==> config.mk <==
export PLATFORM = sky130hd
export DESIGN_NAME = reno_congestion_window_unit
export DESIGN_NICKNAME = d
export VERILOG_FILES = /design/src/rtl/rcw_pkg.sv /design/src/rtl/reno_congestion_window_unit.sv /design/src/rtl/rcw_div.sv
export SDC_FILE = /design/constraint.sdc
export NUM_CORES = 2
export LEC_CHECK = 0
export BUFFER_PORTS_ARGS = -buffer_cell sky130_fd_sc_hd__buf_2
export CAP_MARGIN = 40
export CORE_MARGIN = 10
export CORE_UTILIZATION = 55
export CTS_BUF_LIST = sky130_fd_sc_hd__clkbuf_8
export CTS_CLUSTER_DIAMETER = 150
export DETAILED_ROUTE_END_ITERATION = 10
export PLACE_DENSITY_LB_ADDON = 0.12
export SYNTH_ARGS = -nofsm -noshare
export SYNTH_HDL_FRONTEND = slang
export SYNTH_SLANG_ARGS = --single-unit
==> constraint.sdc <==
create_clock -name clk_i -period 11.5 [get_ports clk_i]
set_clock_uncertainty 0.05 [all_clocks]
set_input_delay 2.3 -clock clk_i [delete_from_list [all_inputs] [get_ports clk_i]]
set_output_delay 2.3 -clock clk_i [all_outputs]
set_load 0.005 [all_outputs]
==> src/rtl/rcw_pkg.sv <==
// Shared types, constants and the initial window function of the Reno
// congestion window unit. No dependencies.
package rcw_pkg;

  localparam int DefaultCountWidth = 32;
  localparam int MssWidth          = 16;
  localparam int DataWidth         = 32;
  localparam int ProdWidth         = MssWidth + DataWidth;
  localparam int InitWidth         = 20;

  localparam logic [MssWidth-1:0]  MssDefault   = 16'd1200;
  localparam logic [InitWidth-1:0] InitFloor    = 20'd14720;
  localparam logic [InitWidth-1:0] InitSegments = 20'd10;
  localparam logic [InitWidth-1:0] MinSegments  = 20'd2;

  typedef enum logic [1:0] {
    ModeAck        = 2'd0,
    ModeLoss       = 2'd1,
    ModePersistent = 2'd2,
    ModeQuery      = 2'd3
  } mode_e;

  typedef struct packed {
    logic busy;
    logic done;
  } div_status_t;

  function automatic logic [InitWidth-1:0] init_window(input logic [MssWidth-1:0] mss);
    logic [InitWidth-1:0] a;
    logic [InitWidth-1:0] b;
    a = InitWidth'(mss) * InitSegments;
    b = InitWidth'(mss) * MinSegments;
    if (b < InitFloor) begin
      b = InitFloor;
    end
    return (a < b) ? a : b;
  endfunction

endpackage

==> src/rtl/reno_congestion_window_unit.sv <==
// Top level of the Reno congestion window unit: event sequencer, window
// and threshold registers, output register.
// Depends on rcw_pkg and rcw_div.
//
// Usage:
//   Event channel (in_valid_i/in_ready_o) carries mode, bytes acked and
//   bytes in flight. Result channel (out_valid_o/out_ready_i) returns the
//   window, threshold, send-allowed and slow-start flags, one transaction
//   per event. The configuration channel (cfg_valid_i/cfg_ready_o) writes
//   the segment size and re-initialises window and threshold; it is
//   ready only while the unit is idle.
//   An ack in congestion avoidance waits for one 48-step pass of the
//   bit-serial divider for mss*acked/window; every other event goes
//   from the execute state straight to the result. One event is in work
//   at a time; in_ready_o rises again in the same cycle as the result is
//   registered, so a new event is taken only once the last one is done.
//   Reset: segment size 1200, window 12000, threshold all ones.
//   A stalled receiver holds the result register; the sequencer waits
//   with the next result until that transaction completes.
module reno_congestion_window_unit #(
  parameter int CountWidth = rcw_pkg::DefaultCountWidth
) (
  input  logic                           clk_i,
  input  logic                           rst_ni,
  input  logic                           cfg_valid_i,
  output logic                           cfg_ready_o,
  input  logic [rcw_pkg::MssWidth-1:0]   cfg_max_segment_size_i,
  input  logic                           in_valid_i,
  output logic                           in_ready_o,
  input  logic [1:0]                     mode_i,
  input  logic [rcw_pkg::DataWidth-1:0]  bytes_acked_i,
  input  logic [rcw_pkg::DataWidth-1:0]  bytes_in_flight_i,
  output logic                           out_valid_o,
  input  logic                           out_ready_i,
  output logic [rcw_pkg::DataWidth-1:0]  window_bytes_o,
  output logic [rcw_pkg::DataWidth-1:0]  threshold_bytes_o,
  output logic                           send_allowed_o,
  output logic                           in_slow_start_o
);

  localparam int PW       = rcw_pkg::ProdWidth;
  localparam int DW       = rcw_pkg::DataWidth;
  localparam int MW       = rcw_pkg::MssWidth;
  localparam int SumWidth = ((CountWidth > PW) ? CountWidth : PW) + 1;
  localparam int CmpWidth = (CountWidth > DW) ? CountWidth : DW;
  localparam logic [CountWidth-1:0] CountMax = {CountWidth{1'b1}};

  typedef enum logic [2:0] {
    StIdle,
    StExec,
    StDivStart,
    StDivWait,
    StDone
  } state_e;

  function automatic logic [CountWidth-1:0] sat_add(input logic [CountWidth-1:0] a,
                                                    input logic [PW-1:0] b);
    logic [SumWidth-1:0] sum;
    sum = SumWidth'(a) + SumWidth'(b);
    return (sum > SumWidth'(CountMax)) ? CountMax : CountWidth'(sum);
  endfunction

  function automatic logic [CountWidth-1:0] sat_data(input logic [DW-1:0] v);
    logic [CmpWidth-1:0] ext;
    ext = CmpWidth'(v);
    return (ext > CmpWidth'(CountMax)) ? CountMax : CountWidth'(ext);
  endfunction

  function automatic logic [DW-1:0] sat_out(input logic [CountWidth-1:0] v);
    logic [CmpWidth-1:0] ext;
    ext = CmpWidth'(v);
    return (ext > CmpWidth'({DW{1'b1}})) ? {DW{1'b1}} : DW'(ext);
  endfunction

  state_e                state_q, state_d;
  rcw_pkg::mode_e        mode_q, mode_d;
  logic [DW-1:0]         acked_q, acked_d;
  logic [DW-1:0]         flight_q, flight_d;
  logic [MW-1:0]         mss_q, mss_d;
  logic [CountWidth-1:0] window_q, window_d;
  logic [CountWidth-1:0] thresh_q, thresh_d;
  logic [PW-1:0]         prod_q, prod_d;
  logic                  out_valid_q, out_valid_d;
  logic [DW-1:0]         win_out_q, win_out_d;
  logic [DW-1:0]         thr_out_q, thr_out_d;
  logic                  send_q, send_d;
  logic                  slow_q, slow_d;

  logic                  in_fire;
  logic                  cfg_fire;
  logic                  div_start;
  logic [PW-1:0]         quotient;
  rcw_pkg::div_status_t  div_status;
  logic [MW-1:0]         cfg_mss;
  logic [DW-1:0]         loss_val;
  logic [DW-1:0]         floor2;
  logic [PW-1:0]         inc;

  assign cfg_ready_o = (state_q == StIdle);
  assign in_ready_o  = (state_q == StIdle);
  assign in_fire     = in_valid_i && in_ready_o;
  assign cfg_fire    = cfg_valid_i && cfg_ready_o;
  assign div_start   = (state_q == StDivStart);

  rcw_div #(
    .CountWidth (CountWidth)
  ) u_div (
    .clk_i      (clk_i),
    .rst_ni     (rst_ni),
    .start_i    (div_start),
    .dividend_i (prod_q),
    .divisor_i  (window_q),
    .quotient_o (quotient),
    .status_o   (div_status)
  );

  always_comb begin
    state_d     = state_q;
    mode_d      = mode_q;
    acked_d     = acked_q;
    flight_d    = flight_q;
    mss_d       = mss_q;
    window_d    = window_q;
    thresh_d    = thresh_q;
    prod_d      = prod_q;
    out_valid_d = out_valid_q;
    win_out_d   = win_out_q;
    thr_out_d   = thr_out_q;
    send_d      = send_q;
    slow_d      = slow_q;

    cfg_mss  = (cfg_max_segment_size_i == '0) ? rcw_pkg::MssDefault : cfg_max_segment_size_i;
    floor2   = DW'(mss_q) << 1;
    loss_val = ((flight_q >> 1) > floor2) ? (flight_q >> 1) : floor2;
    inc      = (window_q == '0) ? prod_q : quotient;
    if (inc == '0) begin
      inc = PW'(1);
    end

    if (out_valid_q && out_ready_i) begin
      out_valid_d = 1'b0;
    end

    unique case (state_q)
      StIdle: begin
        if (cfg_fire) begin
          mss_d    = cfg_mss;
          window_d = CountWidth'(rcw_pkg::init_window(cfg_mss));
          thresh_d = CountMax;
        end
        if (in_fire) begin
          mode_d   = rcw_pkg::mode_e'(mode_i);
          acked_d  = bytes_acked_i;
          flight_d = bytes_in_flight_i;
          state_d  = StExec;
        end
      end
      StExec: begin
        state_d = StDone;
        unique case (mode_q)
          rcw_pkg::ModeAck: begin
            if (acked_q != '0) begin
              if (window_q < thresh_q) begin
                window_d = sat_add(window_q, PW'(acked_q));
              end else begin
                prod_d  = PW'(mss_q) * PW'(acked_q);
                state_d = StDivStart;
              end
            end
          end
          rcw_pkg::ModeLoss: begin
            window_d = sat_data(loss_val);
            thresh_d = sat_data(loss_val);
          end
          rcw_pkg::ModePersistent: begin
            window_d = sat_data(floor2);
            thresh_d = sat_data(floor2);
          end
          rcw_pkg::ModeQuery: begin
          end
          default: begin
          end
        endcase
      end
      StDivStart: begin
        state_d = StDivWait;
      end
      StDivWait: begin
        if (div_status.done) begin
          window_d = sat_add(window_q, inc);
          state_d  = StDone;
        end
      end
      StDone: begin
        if (!out_valid_q || out_ready_i) begin
          out_valid_d = 1'b1;
          win_out_d   = sat_out(window_q);
          thr_out_d   = sat_out(thresh_q);
          send_d      = CmpWidth'(flight_q) < CmpWidth'(window_q);
          slow_d      = window_q < thresh_q;
          state_d     = StIdle;
        end
      end
      default: begin
        state_d = StIdle;
      end
    endcase
  end

  always_ff @(posedge clk_i or negedge rst_ni) begin
    if (!rst_ni) begin
      state_q     <= StIdle;
      mss_q       <= rcw_pkg::MssDefault;
      window_q    <= CountWidth'(rcw_pkg::init_window(rcw_pkg::MssDefault));
      thresh_q    <= CountMax;
      out_valid_q <= 1'b0;
    end else begin
      state_q     <= state_d;
      mss_q       <= mss_d;
      window_q    <= window_d;
      thresh_q    <= thresh_d;
      out_valid_q <= out_valid_d;
    end
  end

  always_ff @(posedge clk_i) begin
    mode_q    <= mode_d;
    acked_q   <= acked_d;
    flight_q  <= flight_d;
    prod_q    <= prod_d;
    win_out_q <= win_out_d;
    thr_out_q <= thr_out_d;
    send_q    <= send_d;
    slow_q    <= slow_d;
  end

  assign out_valid_o       = out_valid_q;
  assign window_bytes_o    = win_out_q;
  assign threshold_bytes_o = thr_out_q;
  assign send_allowed_o    = send_q;
  assign in_slow_start_o   = slow_q;

  a_div_done_in_wait : assert property (@(posedge clk_i) disable iff (!rst_ni)
    div_status.done |-> state_q == StDivWait)
    else $error("divider finished outside its wait state");

  a_busy_after_accept : assert property (@(posedge clk_i) disable iff (!rst_ni)
    in_fire |=> !in_ready_o)
    else $error("accepted a second event while one is in work");

  a_window_nonzero : assert property (@(posedge clk_i) disable iff (!rst_ni)
    window_q != '0)
    else $error("congestion window reached zero");

endmodule

==> src/rtl/rcw_div.sv <==
// Bit-serial restoring divider, one quotient bit per cycle.
// Depends on rcw_pkg.
module rcw_div #(
  parameter int CountWidth = rcw_pkg::DefaultCountWidth
) (
  input  logic                         clk_i,
  input  logic                         rst_ni,
  input  logic                         start_i,
  input  logic [rcw_pkg::ProdWidth-1:0] dividend_i,
  input  logic [CountWidth-1:0]        divisor_i,
  output logic [rcw_pkg::ProdWidth-1:0] quotient_o,
  output rcw_pkg::div_status_t         status_o
);

  localparam int PW       = rcw_pkg::ProdWidth;
  localparam int CntWidth = $clog2(PW + 1);

  logic [CountWidth-1:0] rem_q, rem_d;
  logic [CountWidth-1:0] dsr_q, dsr_d;
  logic [PW-1:0]         quo_q, quo_d;
  logic [CntWidth-1:0]   cnt_q, cnt_d;
  logic                  busy_q, busy_d;
  logic                  done_q, done_d;
  logic [CountWidth:0]   rem_sh;
  logic                  ge;

  always_comb begin
    rem_sh = {rem_q, quo_q[PW-1]};
    ge     = rem_sh >= {1'b0, dsr_q};
    rem_d  = rem_q;
    dsr_d  = dsr_q;
    quo_d  = quo_q;
    cnt_d  = cnt_q;
    busy_d = busy_q;
    done_d = 1'b0;
    if (start_i) begin
      rem_d  = '0;
      dsr_d  = divisor_i;
      quo_d  = dividend_i;
      cnt_d  = CntWidth'(PW);
      busy_d = 1'b1;
    end else if (busy_q) begin
      rem_d = ge ? CountWidth'(rem_sh - {1'b0, dsr_q}) : rem_sh[CountWidth-1:0];
      quo_d = {quo_q[PW-2:0], ge};
      cnt_d = cnt_q - CntWidth'(1);
      if (cnt_q == CntWidth'(1)) begin
        busy_d = 1'b0;
        done_d = 1'b1;
      end
    end
  end

  always_ff @(posedge clk_i or negedge rst_ni) begin
    if (!rst_ni) begin
      cnt_q  <= '0;
      busy_q <= 1'b0;
      done_q <= 1'b0;
    end else begin
      cnt_q  <= cnt_d;
      busy_q <= busy_d;
      done_q <= done_d;
    end
  end

  always_ff @(posedge clk_i) begin
    rem_q <= rem_d;
    dsr_q <= dsr_d;
    quo_q <= quo_d;
  end

  assign quotient_o    = quo_q;
  assign status_o.busy = busy_q;
  assign status_o.done = done_q;

endmodule
==> reports/metrics.sh <==
RUN_STATUS='finished clean'
STAGES_ON_THE_WORST_SETUP_PATH=22
CTSHOLDBUFFERS=0
PORTBUFFERS=155
SYNTH.TOP_CELLS.BY_AREA='fa_1 (21%), edfxtp_1 (19%), ha_1 (11%)'
NUMBER_OF_H_TREE_LEVELS=3
GRT_MAX_DEGREE=71
YOSYS.CELL_COUNT.TOP_TYPE='nand2_1'
CP.REQUIRED_NS=11.86
DRT_DRC_VIOLATIONS_LEFT=0
SYNTH_TOP_CELL_BY_AREA='fa_1'
DESIGN.PORTCOUNT=156
FIRST_ITER_VIOLATIONS=2570
CTS_RESIZED=0
REGTOREGSETUPSLACK_NS=3.57
GRT_SETUP_UNREPAIRED='no'
CRIT_TOP_CELL='fa_1'
SYNTH-EDFF-COUNT=260
TIMING.CRITICAL_PATH.CELLS='nand2_1 > fa_1 > inv_1 > fa_1 > inv_1 > fa_1 > fa_1 > inv_1 > fa_1 > fa_1 > ha_1 > a21o_1 > a21o_1 > a21oi_2 > o2111ai_1 > a221o_1 > a221o_1 > a41oi_2 > o31a_2 > nor3_1 > o31a_1 > xor2_1'
SYNTH.DISTINCT_CELLS=94
ANTENNA_VIOLATING_NETS_POST_ROUTE=0
POST_DRT_VIA_CELL_RATIO=5.86
GRT_OVERFLOW=0
HOLD_SLACK_NS=0.439
SYNTH_COMMONEST_CELLS='nand2_1 (830), inv_1 (581), fa_1 (422)'
POST_ROUTE_SETUP_TNS_NS=0
LAYOUT-DRIVE-GT1-SHARE=0.0963
CTS.REPAIR_TIMING.SETUP_BUFFER_COUNT=0
TOTALWIRELENGTH_MM=117
PLACE_HPWL_MM=87.3
MAX_CAP_VIOL_COUNT=0
CTS_TREE='built'
GRT_FIRST_PASS_WIRELENGTH_MM=185
FMAX_MHz=126
CORE_AREA_UM2=72700
CRIT_ARRIVAL_NS=8.28
DRT_PASS_1_ITERS=5
HOLD_VIOL_FINAL=0
MAX_ROOT_SINK_BUFFERS=3
CRITPATHSLOWESTCELL='dfstp_2'
CLKSINKCOUNT=384
WORSTSETUPENDPOINTTYPE='register'
SYN_TO_FINAL_GROWTH_PCT=8.55
STARTPOINT_TYPE='register'
YOSYSWARNINGS=0
ROUTABILITYCONGESTION=0.945
DRV_SLEW=0
NETLIST_AREA_UM2=40300
GRT.TOTAL_USAGE=0.275
SYNTH-SEQ-AREA-SHARE=0.268
SETUP-VIOLATIONS-FINAL=0
POST-ROUTE-PERIOD-UTIL=0.690
NUMCTSBUFFERS=74
DIE_WIDTH_UM=291
DR_TOTAL_VIAS=32200
GRT_ANTENNA_BEFORE_REPAIR=3
CP.BUFFERS_INVERTERS=3
MIN_PATH_TYPE='reg2reg'
WORST_PIN_SLEW_NS=0.981
CRITICAL_PATH.MAX_FANOUT=35
SYNTHESIS.NETS=5243
YOSYS_MOST_USED_DFF='edfxtp_1'
CTSROOTBUFFERMASTER='clkbuf_8'
SYNTH_REGISTER_BITS=384
CRITICAL_PATH.TOP_DELAY_FAMILY='adder cells'
ASYNCSETRESETFLOPFRACSYNTH=0.240
WORST_HOLD_PATH.NUM_CELLS=2
INSERTION_DELAY_NS=0.69
FINAL.MIN_CLOCK_PERIOD_NS=7.93
STD_CELL_ROWS=99
SYNTH.AVG_CELL_AREA_UM2=9.16
INITIAL_CORE_UTIL=0.554
DETAILED_ROUTE_WIRE_LENGTH_PER_CELL_UM=21.4
MAXSLEWHEADROOM=0.346
SYNTHCELLS=4393
FLOORPLAN.DIE.HEIGHT_UM=291
NETS=5325
SYNTH_TOP_AREA_FRAC=0.210
FF2FF_PATH_DEPTH=22
DIEAREA_UM2=84400
WORST-SETUP-PATH-TYPE='reg2reg'
FIRST_GLOBAL_VIAS=32400
CRITPATHMAXSTAGEDELAY_NS=1.14
CTS.CLK_SLEW.WORST_PATHS_NS=0.05
## stage by stage
stage / instances / instance area (µm²) / setup WS (ns) / utilization
floorplan: 4393 / 40300 / 4.28 / -
global placement: 5338 / 41800 / 3.39 / 0.575
detailed placement: 5358 / 42200 / 3.26 / 0.580
CTS: 5495 / 43700 / 3.63 / 0.601
global route: 5496 / 43700 / 3.24 / 0.601
finish: 5496 / 43700 / 3.57 / 0.601
## final cells by class
class	count	area [µm²]
fill	6375	29000
multi-input combinational	3206	26400
sequential	384	10800
inverter	581	2180
timing repair buffer	228	1590
tap	959	1200
clock buffer	77	1060
clock inverter	60	427
antenna	1	2.50
## flip-flops by register name, indices dropped and copies added (netlist names)
register           flops
flight_q              32
u_div.dsr_q           32
in_slow_start_o        1
state_q                3
u_div.cnt_q            6
window_q              32
prod_q                48
thresh_q              32
mss_q                 16
u_div.rem_q           32
acked_q               32
threshold_bytes_o     32
u_div.quotient_o      48
u_div.busy_q           1
u_div.done_q           1
window_bytes_o        32
send_allowed_o         1
out_valid_o            1
mode_q                 2
## worst paths after layout
kind / start / end
worst max-delay path: mss_q[5] / prod_q[46]
worst max register to register: mss_q[5] / prod_q[46]
min in group asynchronous: rst_ni / state_q[2]
worst min-delay path: thresh_q[11] / thresh_q[11]
max in group asynchronous: rst_ni / mss_q[11]
worst min register to register: thresh_q[11] / thresh_q[11]
## cells by family after synthesis
logic type	count (synthesis)	synth area share
and+or+nand+nor	1470	0.167
buffers and inverters	803	0.0762
muxes	39	0.0101
xor gates and xnor gates	139	0.0302
AOI/OAI and AO/OA	795	0.132
DFF	384	0.268
adders and majority gates	763	0.316
## worst min-delay path: cells and delay by family, from the launching register on
family | cells | cell delay, ns
DFF | 1 | 0.36
AOI/OAI and AO/OA | 1 | 0.06
buffers and inverters | 1 | 0.06
## layout by cell type (no fill, tap or decap), types with 14 or more instances in the layout
cell type	Yosys	layout
dfstp_2	43	43
dfxtp_1	32	32
a21oi_1	217	217
a32oi_1	16	16
o21bai_1	19	19
nor4_1	36	36
o221ai_1	20	20
and3_1	22	21
buf_2	13	155
a41oi_1	14	14
nand4_1	38	38
edfxtp_1	260	260
a211oi_1	41	41
xnor2_1	83	83
o21ai_0	139	139
nand2b_1	40	39
ha_1	341	341
fa_1	422	422
o2bb2ai_1	16	16
inv_1	581	608
or3_1	16	16
dfrtp_1	49	46
o21a_1	29	29
o211ai_1	30	30
nor2b_1	28	28
nand3b_1	16	16
nand2_1	830	830
xor2_1	56	56
a21o_1	92	92
nor2_1	149	148
and2_1	160	159
o22ai_1	15	15
buf_4	3	55
nand3_1	37	37
nor3_1	58	58
a31oi_1	24	24
clkbuf_8	0	77
mux2i_1	27	27
## routing by layer
layer	global-route usage	share of wire
met2	0.452	0.46
met5	0	0
met4	0.101	0.037
met1	0.367	0.43
met3	0.0405	0.072
Power is left out: the tool's default activity adds up to more than one toggle a clock period on the data nets, which glitch-free logic cannot reach.
